--- config.mk ---
export PLATFORM = sky130hd
export DESIGN_NAME = rsi_div_cell
export DESIGN_NICKNAME = d
export VERILOG_FILES = /design/src/design/ray_segment_intersect_assert.svh /design/src/design/rsi_pkg.sv /design/src/design/rsi_div_cell.sv
export SDC_FILE = /design/constraint.sdc
export NUM_CORES = 1
export LEC_CHECK = 0
export BUFFER_PORTS_ARGS = -buffer_cell sky130_fd_sc_hd__buf_2
export CORE_AREA = 2 2 210 212
export CTS_CLUSTER_DIAMETER = 50
export DETAILED_ROUTE_END_ITERATION = 10
export DIE_AREA = 0 0 212 214
export PLACE_DENSITY = 0.61
export SKIP_LAST_GASP = 1
export SLEW_MARGIN = 40
export SYNTH_ARGS = -nofsm -noshare
export SYNTH_HDL_FRONTEND = slang
export SYNTH_SLANG_ARGS = --single-unit
--- constraint.sdc ---
create_clock -name clk_i -period 0.82 [get_ports clk_i]
set_input_delay 0.082 -clock clk_i [delete_from_list [all_inputs] [get_ports clk_i]]
set_output_delay 0.082 -clock clk_i [all_outputs]
set_load 0.05 [all_outputs]
--- src/design/ray_segment_intersect_assert.svh ---
// Assertion helpers shared by the ray/segment intersection RTL.
`ifndef RAY_SEGMENT_INTERSECT_ASSERT_SVH
`define RAY_SEGMENT_INTERSECT_ASSERT_SVH

// Same-cycle implication, disabled while reset is asserted.
`define RSI_ASSERT_IMPLY(label, clk, rst_n, ante, cons, msg) \
  label: assert property (@(posedge clk) disable iff (!rst_n) (ante) |-> (cons)) \
    else $error(msg);

// Next-cycle implication, disabled while reset is asserted.
`define RSI_ASSERT_NEXT(label, clk, rst_n, ante, cons, msg) \
  label: assert property (@(posedge clk) disable iff (!rst_n) (ante) |=> (cons)) \
    else $error(msg);

`endif

--- src/design/rsi_pkg.sv ---
package rsi_pkg;

  // Result field widths are fixed by the output format.
  localparam int DIST_BITS = 34;
  localparam int POS_BITS  = 32;

  typedef logic [DIST_BITS-1:0]       dist_t;
  typedef logic signed [POS_BITS-1:0] pos_t;

  // Control that travels along with every slot of the cell chains.
  typedef struct packed {
    logic valid;
    logic hit;
    logic neg_x;
    logic neg_y;
  } rsi_ctl_t;

endpackage

--- src/design/rsi_div_cell.sv ---
// One restoring-division step for the x and y lanes: one quotient bit each.
module rsi_div_cell #(
  parameter int DW  = 51,
  parameter int QW  = 33,
  parameter int SBW = 48
) (
  input  logic                     clk_i,
  input  logic                     rst_ni,
  input  logic                     en_i,
  input  rsi_pkg::rsi_ctl_t        ctl_i,
  input  logic [DW-1:0]            det_i,
  input  logic [1:0][DW-1:0]       rem_i,
  input  logic [1:0][QW-1:0]       nq_i,
  input  logic [SBW-1:0]           sb_i,
  output rsi_pkg::rsi_ctl_t        ctl_o,
  output logic [DW-1:0]            det_o,
  output logic [1:0][DW-1:0]       rem_o,
  output logic [1:0][QW-1:0]       nq_o,
  output logic [SBW-1:0]           sb_o
);
  import rsi_pkg::*;

  rsi_ctl_t            ctl_q;
  logic [DW-1:0]       det_q;
  logic [1:0][DW-1:0]  rem_d, rem_q;
  logic [1:0][QW-1:0]  nq_d, nq_q;
  logic [SBW-1:0]      sb_q;

  // Shift in the next dividend bit, subtract when it fits
  for (genvar l = 0; l < 2; l++) begin : g_lane
    logic [DW:0]   shl;
    logic [DW+1:0] dif;
    logic          take;
    assign shl  = {rem_i[l], nq_i[l][QW-1]};
    assign dif  = {1'b0, shl} - {2'b00, det_i};
    assign take = !dif[DW+1];
    assign rem_d[l] = take ? dif[DW-1:0] : shl[DW-1:0];
    assign nq_d[l]  = {nq_i[l][QW-2:0], take};
  end

  always_ff @(posedge clk_i or negedge rst_ni) begin
    if (!rst_ni) begin
      ctl_q <= '0;
    end else if (en_i) begin
      ctl_q <= ctl_i;
    end
  end

  always_ff @(posedge clk_i) begin
    if (en_i) begin
      det_q <= det_i;
      rem_q <= rem_d;
      nq_q  <= nq_d;
      sb_q  <= sb_i;
    end
  end

  assign ctl_o = ctl_q;
  assign det_o = det_q;
  assign rem_o = rem_q;
  assign nq_o  = nq_q;
  assign sb_o  = sb_q;

endmodule

==> results_dict.tcl <==
set metrics [dict create \
    status "finished with violations" \
    violations "setup timing" \
    grt_max_degree 52 \
    wl_per_cell_um 21.4 \
    p_clk_frac 0.300 \
    cellLeakagePower_nw 13.1 \
    skew_ns 0 \
    powerDensity_mw_per_mm2 1960 \
    share_comb_of_total_power 0.386 \
    chipWidth_um 212 \
    final.setup.tns_ns -333.30 \
    h-tree-depth 2 \
    hold_viol 0 \
    worst_pin_slew_ns 0.509 \
    fin_area_mm2 0.0294 \
    seq_area_frac_synth 0.539 \
    syn_nets 1717 \
    core_area_mm2 0.0429 \
    cts.path.max_buffers 3 \
    row_count 76 \
    track_usage 0.286 \
    r2r_cells 2 \
    synth_area_per_cell_um2 11.2 \
    ys_warn_count 0 \
    drv_slew 0 \
    drt_pass1_iterations 8 \
    ioPinCount 545 \
    globalRouteOverflowTotal 0 \
    ys.flop_type "edfxtp_1" \
    finalCoreUtilization 0.686 \
    timing.final.ws_setup_ns -1.97 \
    start_util 0.351 \
    die_h_um 214 \
    dp_cells 2873 \
    wirelength_mm 69.9 \
    drt-initial-drc-count 1100 \
    io_buffers 544 \
    gp_congestion 0.903 \
    cts_tree "yes" \
    end_kind "register" \
    numClockSinks 271 \
    max_stage_delay_ns 0.43 \
    crit_type "in -> reg" \
    hpwlAfterDp_mm 44.2 \
    synth_edf_count 267 \
    hp-class "in -> reg" \
    cp-startpoint "det_i[0]" \
    power.total_mw 57.6 \
    place_area_mm2 0.0222 \
    ant_nets 0 \
    vias 16600 \
    seqPwrFrac 0.314 \
    cts_buffers 38 \
    die-area_mm2 0.0454 \
    crit_end "rem_o[12]" \
    synth-seq-cells 271 \
    synth_area_leaders "edfxtp_1 53%, ha_1 8.5%, a21oi_1 4.9%, xnor2_1 3.2%, nand2_1 2.9%" \
    whs_ns 0.0234 \
    ir_worst_vdd_mv 1.48 \
    synth_top_area_cell "edfxtp_1" \
    drc 0 \
    synth_top_area_share 0.533 \
    swShare 0.351 \
    r2r_setup_slack_ns -0.15 \
    critPathRequiredTime_ns 1.11 \
    drive_gt1_frac 0.494 \
    timing.fmax_mhz 359 \
    final_cells 3273 \
    antenna_found_initial 9 \
    syn_inst 1339 \
    clock_tree.root_cell "clkbuf_16" \
    cp_top_family "compound AO/OA/AOI/OAI gates" \
    cap_violations 0 \
    arrival_ns 3.08 \
    rr_startpoint "ctl_o[1]" \
    finalCriticalPeriod_ns 2.79 \
    grt_pass1_vias 17200 \
    fillers 2915 \
    slew-limit-headroom 0.658 \
    crit_chain "buf_12, ha_4, fa_2, nand2b_4, a211oi_4, o211ai_2, a31oi_2, o21ai_2, a2111oi_4, a31oi_2, o21a_4, buf_12, clkbuf_16, nand2_4, o21ai_2" \
    final_nets 3026 \
    reg2reg_to "ctl_o[1]" \
    rsz0062_at_grt "yes" \
    pre_cts_ws_ns -2.58 \
    syn-cell-area_mm2 0.0151 \
    synth.distinct_cells 75 \
    path_buf_inv 3 \
    cp_max_fo 8 \
    crit_path_top_delay_cell "a2111oi_4" \
    async_reset_ff_frac 0.0148 \
    start_kind "primary input" \
    clkLatencyLatePin_ns 0.55 \
    internal_power_mw 37.4 \
    area_growth_pct 95.6 \
    power_switching_mw 20.2 \
    grt_pass1_wl_mm 99.2 \
    post-route-period-util 3.40 \
    clk_pin_slew_ns 0.06 \
    avgViaCountPerCell 5.08 \
    cp.depth 15 \
    setup_violations 576 \
]
[cell usage after synthesis, drive strengths merged, types with 11 or more instances]
library cell  number
nor3              19
edfxtp           267
xor2              37
a31oi             16
a21oi            146
nand3             21
clkbuf            28
a21o              43
nand2            115
nand4             19
o21bai            20
a211oi            11
ha               102
o21ai            107
buf               14
xnor2             55
inv               77
mux2              18
nor2              87
o21a              11
[sequential cells by signal (all words and copies together), names as in the netlist]
name and cells:
ctl_o 4, det_o 51, nq_o 66, rem_o 102
sb_o 48
[routing by layer]
layer  GRT usage  part of all wire  vias to the layer above
met1       0.325              0.37                     8004
met3      0.0589             0.068                      236
met4       0.161             0.057                        0
met5           0                 0                        -
met2       0.497              0.50                      752
li1            -                 -                     7651
[worst min path at each step]
stage	from	to	slack, ns	depth (start not counted)
2_1_floorplan	rst_ni	ctl_o[0]	-0.21	0
3_3_place_gp	rst_ni	ctl_o[2]	-0.11	1
3_5_place_dp	rst_ni	ctl_o[2]	-0.11	1
4_1_cts	det_i[0]	det_o[0]	-0.28	1
5_1_grt	rem_i[53]	rem_o[54]	0.02	3
6_report	en_i	det_o[36]	0.02	2
[cells in the final DEF (no fill, tap or decap), drive strengths merged, types with 18 or more instances in the layout]
master and instances:
buf 1037, dlygate4sd3 271, edfxtp 267, a21oi 146, nand2 115, o21ai 107
ha 102, nor2 87, inv 84, xnor2 55, clkbuf 47, a21o 43
xor2 37, nand3 21, o21bai 20, nand4 19, nor3 19, mux2 18
[cells by family (layout without fill, tap and decap cells)]
kind of cell	count (synthesis)	in the layout	share of synthesized area
AO/OA/AOI/OAI	413	413	0.171
AND/OR/NAND/NOR	319	319	0.0995
flip-flops	271	271	0.539
buffers and inverters	119	1458	0.0330
adder cells (fa/ha/maj)	104	104	0.0874
XOR/XNOR	92	92	0.0535
multiplexers	21	21	0.0160
other	0	10	0
[layout make-up]
class	instances	area [um^2]	area share
Clock buffer	44	995	0.0338
Inverter	77	322	0.0109
Clock inverter	26	314	0.0107
Tap cell	585	732	0.0249
Timing Repair Buffer	1311	11400	0.388
Antenna cell	10	25.0	0.000850
Sequential cell	271	8120	0.276
Multi-Input combinational cell	949	7510	0.255
[power by group through the flow]
| stage | Clock, mW | Sequential, mW | Combinational [mW] |
|---|---|---|---|
| floorplan | 0 | 23.2 | 5.32 |
| finish | 17.3 | 18.1 | 22.3 |
| global placement | 0 | 17.8 | 17.2 |
| CTS | 17.3 | 18.0 | 20.9 |
| global route | 18.1 | 18.2 | 23.3 |
| detailed placement | 0 | 17.9 | 17.4 |
[what timing repair did]
item	CTS	global route
gates cloned	4	3
setup endpoints to repair	375	576
hold buffers	267	4
resized for setup	643	153
hold endpoints to repair	282	3
pin swaps	48	63
setup buffers	28	24
Power figures use the tool's default switching activity.
