### src/design/ray_segment_intersect_assert.svh
// Assertion helpers shared by the ray/segment intersection RTL.
`ifndef RAY_SEGMENT_INTERSECT_ASSERT_SVH
`define RAY_SEGMENT_INTERSECT_ASSERT_SVH

// Same-cycle implication, disabled while reset is asserted.
`define RSI_ASSERT_IMPLY(label, clk, rst_n, ante, cons, msg) \
  label: assert property (@(posedge clk) disable iff (!rst_n) (ante) |-> (cons)) \
    else $error(msg);

// Next-cycle implication, disabled while reset is asserted.
`define RSI_ASSERT_NEXT(label, clk, rst_n, ante, cons, msg) \
  label: assert property (@(posedge clk) disable iff (!rst_n) (ante) |=> (cons)) \
    else $error(msg);

`endif

### src/design/rsi_pkg.sv
package rsi_pkg;

  // Result field widths are fixed by the output format.
  localparam int DIST_BITS = 34;
  localparam int POS_BITS  = 32;

  typedef logic [DIST_BITS-1:0]       dist_t;
  typedef logic signed [POS_BITS-1:0] pos_t;

  // Control that travels along with every slot of the cell chains.
  typedef struct packed {
    logic valid;
    logic hit;
    logic neg_x;
    logic neg_y;
  } rsi_ctl_t;

endpackage

### src/design/rsi_sqrt_cell.sv
// One digit-by-digit square root step: one root bit per cell.
module rsi_sqrt_cell #(
  parameter int SW  = 34,
  parameter int SBW = 64
) (
  input  logic              clk_i,
  input  logic              rst_ni,
  input  logic              en_i,
  input  rsi_pkg::rsi_ctl_t ctl_i,
  input  logic [SW+1:0]     rem_i,
  input  logic [SW-1:0]     root_i,
  input  logic [2*SW-1:0]   xr_i,
  input  logic [SBW-1:0]    sb_i,
  output rsi_pkg::rsi_ctl_t ctl_o,
  output logic [SW+1:0]     rem_o,
  output logic [SW-1:0]     root_o,
  output logic [2*SW-1:0]   xr_o,
  output logic [SBW-1:0]    sb_o
);
  import rsi_pkg::*;

  rsi_ctl_t          ctl_q;
  logic [SW+1:0]     rem_d, rem_q;
  logic [SW-1:0]     root_d, root_q;
  logic [2*SW-1:0]   xr_q;
  logic [SBW-1:0]    sb_q;
  logic [SW+3:0]     shl;
  logic [SW+4:0]     dif;
  logic              take;

  // Bring down two radicand bits, try root*4+1
  assign shl    = {rem_i, xr_i[2*SW-1 -: 2]};
  assign dif    = {1'b0, shl} - {3'b000, root_i, 2'b01};
  assign take   = !dif[SW+4];
  assign rem_d  = take ? dif[SW+1:0] : shl[SW+1:0];
  assign root_d = {root_i[SW-2:0], take};

  always_ff @(posedge clk_i or negedge rst_ni) begin
    if (!rst_ni) begin
      ctl_q <= '0;
    end else if (en_i) begin
      ctl_q <= ctl_i;
    end
  end

  always_ff @(posedge clk_i) begin
    if (en_i) begin
      rem_q  <= rem_d;
      root_q <= root_d;
      xr_q   <= {xr_i[2*SW-3:0], 2'b00};
      sb_q   <= sb_i;
    end
  end

  assign ctl_o  = ctl_q;
  assign rem_o  = rem_q;
  assign root_o = root_q;
  assign xr_o   = xr_q;
  assign sb_o   = sb_q;

endmodule

### config.mk
export PLATFORM = sky130hd
export DESIGN_NAME = rsi_sqrt_cell
export DESIGN_NICKNAME = d
export VERILOG_FILES = /design/src/design/ray_segment_intersect_assert.svh /design/src/design/rsi_pkg.sv /design/src/design/rsi_sqrt_cell.sv
export SDC_FILE = /design/constraint.sdc
export NUM_CORES = 1
export LEC_CHECK = 0
export BUFFER_PORTS_ARGS = -buffer_cell sky130_fd_sc_hd__buf_2
export CAP_MARGIN = 20
export CORE_AREA = 2 2 161 163
export CTS_CLUSTER_DIAMETER = 100
export DETAILED_ROUTE_END_ITERATION = 12
export DIE_AREA = 0 0 163 165
export GPL_TIMING_DRIVEN = 0
export SETUP_SLACK_MARGIN = 0.4
export SYNTH_ARGS = -nofsm -noshare
export SYNTH_HDL_FRONTEND = slang
export SYNTH_SLANG_ARGS = --single-unit
export TNS_END_PERCENT = 5
### constraint.sdc
create_clock -name clk_i -period 1.3 [get_ports clk_i]
set_clock_uncertainty 0.2 [all_clocks]
set_input_delay 0.065 -clock clk_i [delete_from_list [all_inputs] [get_ports clk_i]]
set_output_delay 0.065 -clock clk_i [all_outputs]
set_load 0.01 [all_outputs]
==> metrics.md <==
| Metric | Value |
|---|---|
| Largest net degree at the start of global routing | `between 100 and 150` |
| Via count | `7,246` |
| Status | `complete, but fails checks` |
| First DRT Iteration DRCs | `~470` |
| Ratio of cells with drive above 1 in the final layout | `approximately 46%` |
| Clock Power Share | `between 30 and 40%` |
| Unrepaired setup endpoints after global routing | `true` |
| Synth top area share | `around 68%` |
| DRT antenna net count | `0` |
| H-tree depth | `1` |
| GPL Wtd Cong | `about 0.82` |
| Finished Core Util | `between 50% and 60%` |
| Remaining DRCs | `0` |
| Setup slack after layout | `-1.19 ns` |
| Synth async-reset ratio | `1.96%` |
| P_int | `13.3 mW` |
| Setup TNS | `-43.26 ns` |
| Flop-to-flop setup slack | `0.33 ns` |
| Tightest Hold Check Type | `input port to flop` |
| Power Density | `1240 nW/µm²` |
| Fmax | `between 400 and 500 MHz` |
| Max Slew Vio Count | `0` |
| Layout area overhead | `61.9%` |
| Worst R2R Start | `ctl_o[2]` |
| EDFF count, synth | `200` |
| Hold_ws | `-0.324 ns` |
| RR Endpoint | `ctl_o[2]` |
| Crit Path Max Fanout | `8` |
| Primary FF master, synth | `edfxtp_1` |
| Max Cap Violations | `0` |
| WS Path Type | `input port to flop` |
| Startpoint types | `input port` |
| I/O Buffers | `between 400 and 500` |
| Ys Warns | `0` |
| Commonest cells post-synth | `edfxtp_1 (200), inv_1 (49), a21oi_1 (40)` |
| Relative slew margins | `roughly three fifths` |
| Leading area contributor after synthesis | `edfxtp_1` |
| Placed insts | `between 1,000 and 1,500` |
| FF+latch count, synth | `204` |
| Vias in the first global route | `approximately 7,500` |
| Initial antenna violation count | `5` |
| Die width | `around 160 µm` |
| WHS Path Cells | `2` |
| Clock Tree Buf Depth | `3` |
| Nets | `1,458` |
| Die Area | `about 27,000 µm²` |
| Failing checks | `negative hold slack, negative setup slack` |
| I/O pin cnt | `415` |
| Avg Inst Size Synth | `between 15 and 20 µm²` |
| Hold endpoint | `rem_o[3]` |
| Routed len/inst | `around 18 µm` |
| CP required | `1.35 ns` |
| Cell Count, Final, Fillers Out | `approximately 1,600` |
| Worst Path Arrival | `around 2.5 ns` |
| Clk slew on worst S/H paths | `about 0.060 ns` |
| GR Util All Layers | `20.0%` |
| Total CTS buffers | `23` |
| Post-synth cell types | `between 50 and 60` |
| First drt pass iteration count | `6` |
| First-pass GRT wire length | `~40 mm` |
| Gr ovfl total | `0` |
| Switching share of power | `25.9%` |
| Leak | `around 6.3 nW` |
| Fill cells | `around 2,000` |
| Via density | `~4.6` |
| R2R depth | `1` |
| Sequential share of the synthesized area | `68.7%` |
| Synth top area cells | `edfxtp_1 (68%), ha_1 (4.9%), mux2_4 (4.6%), xnor2_1 (2.3%), a21oi_1 (2.3%)` |
| Netlist Area Pre-Place | `around 8900 µm²` |
| Post-Synthesis Cells | `between 500 and 600` |
| CTS root buf | `clkbuf_16` |
| CP endpoint kind | `flop` |
| Dpl ws | `-2.03 ns` |
| Core Footprint | `about 25,000 µm²` |
| Combinational power share | `22.2%` |
| Post-route minimum period | `approximately 2.5 ns` |
| Total wire length | `28.5 mm` |
| Count leader, synth | `edfxtp_1` |
| Actual slew at the worst max-slew pin | `0.603 ns` |
| TritonCTS clock tree | `yes` |
| Peak supply drop | `~920 µV` |
| Die Ht | `165 µm` |
| Clk_lat worst skew | `approximately 0.5 ns` |
| Min-delay src | `rem_i[1]` |
| Hold Violations, Final | `128` |
| Final worst path period share | `191%` |
| Num rows | `just under 60` |
| Hpwl dp | `roughly 20 mm` |
| Flop pwr share | `around 46%` |
| Finish-stage setup viols | `80` |
| Clk sink count | `204` |
| Starting Density | `35.5%` |
| Sw power | `between 4 and 5 mW` |
-- cells by family after synthesis --
| group | synth area share [%] |
|---|---|
| DFF | 68.7 |
| AOI/OAI and AO/OA | 8.58 |
| and+or+nand+nor | 5.03 |
| buffers and inverters | 3.69 |
| muxes | 6.06 |
| adders and majority gates | 4.93 |
| xor gates and xnor gates | 2.96 |
| other | 0.0422 |
-- flip-flops by register name (all words and copies together), names as in the netlist --
signal,flops
xr_o,66
sb_o,64
rem_o,36
root_o,34
ctl_o,4
-- per-stage QoR --
step / power (mW) / area (µm²)
after floorplan: 10.0 / 8920
after global placement: 11.4 / 11400
after detailed placement: 11.5 / 11400
after CTS: 18.0 / 14200
after global routing: 18.7 / 14400
final: 17.9 / 14400
-- routing by layer --
metal  wire length, µm  GRT usage (%)
met3              2130           5.50
met2             14500           36.4
met1             11100           22.7
met4               796           6.84
met5                 0              0
-- layout by cell type (no fill, tap or decap), types with 7 or more instances in the layout --
cell type | netlist | routed
nand4_1 | 8 | 8
a21oi_2 | 1 | 7
mux2_2 | 10 | 10
nand2_1 | 20 | 20
ha_1 | 35 | 28
xnor2_1 | 23 | 23
inv_1 | 49 | 47
buf_2 | 4 | 403
a21oi_1 | 40 | 31
a21o_1 | 12 | 12
clkbuf_16 | 0 | 23
nor2_1 | 21 | 21
dlygate4sd3_1 | 0 | 173
edfxtp_1 | 200 | 200
buf_4 | 2 | 23
xor2_1 | 7 | 7
buf_6 | 3 | 13
mux2_4 | 27 | 27
o21ai_0 | 21 | 16
-- cell type report --
class / count / area (µm²) / area share, %
Buffer: 16 / 155 / 1.08
Clock inverter: 12 / 62.6 / 0.435
Sequential cell: 204 / 6110 / 42.5
Timing Repair Buffer: 609 / 4140 / 28.8
Antenna cell: 5 / 12.5 / 0.0870
Tap cell: 330 / 413 / 2.87
Clock buffer: 27 / 591 / 4.11
Inverter: 49 / 196 / 1.37
Multi-Input combinational cell: 311 / 2710 / 18.8
-- worst max-delay path by stage --
stage               startpoint         to  slack, ns  depth (start not counted)
finish              root_i[15]  rem_o[27]      -1.19                         15
global route        root_i[18]  rem_o[30]      -1.27                         13
CTS                 root_i[15]  rem_o[31]      -1.23                         14
detailed placement    rem_i[2]  rem_o[35]      -2.03                         10
global placement          en_i   ctl_o[2]      -2.93                          2
floorplan           root_i[15]  rem_o[10]      -1.51                         13
-- what timing repair did --
action,in CTS,in global routing
buffers inserted,18,2
gates cloned,2,0
endpoints found under the setup margin,352,356
hold endpoints to repair,300,129
resized for setup,50,28
hold buffers,173,1
pin swaps,17,12
-- critical path, stage by stage --
cell	delay, ns
buf_12	0.11
inv_12	0.04
ha_4	0.18
buf_6	0.11
buf_4	0.15
nand2_1	0.11
o21bai_4	0.07
a221o_1	0.31
a31o_1	0.24
a31oi_4	0.19
o221ai_4	0.12
o21a_1	0.21
buf_8	0.16
buf_12	0.15
mux2_4	0.29
-- power groups by stage --
| stage | Combinational [mW] | Sequential, mW | Clock (mW) |
|---|---|---|---|
| detailed placement | 3.20 | 8.27 | 0 |
| global route | 4.29 | 8.21 | 6.20 |
| finish | 3.97 | 8.15 | 5.78 |
| CTS | 3.88 | 8.14 | 5.94 |
| floorplan | 1.40 | 8.63 | 0 |
| global placement | 3.17 | 8.28 | 0 |
No activity file was read; power rests on OpenSTA's default activity.
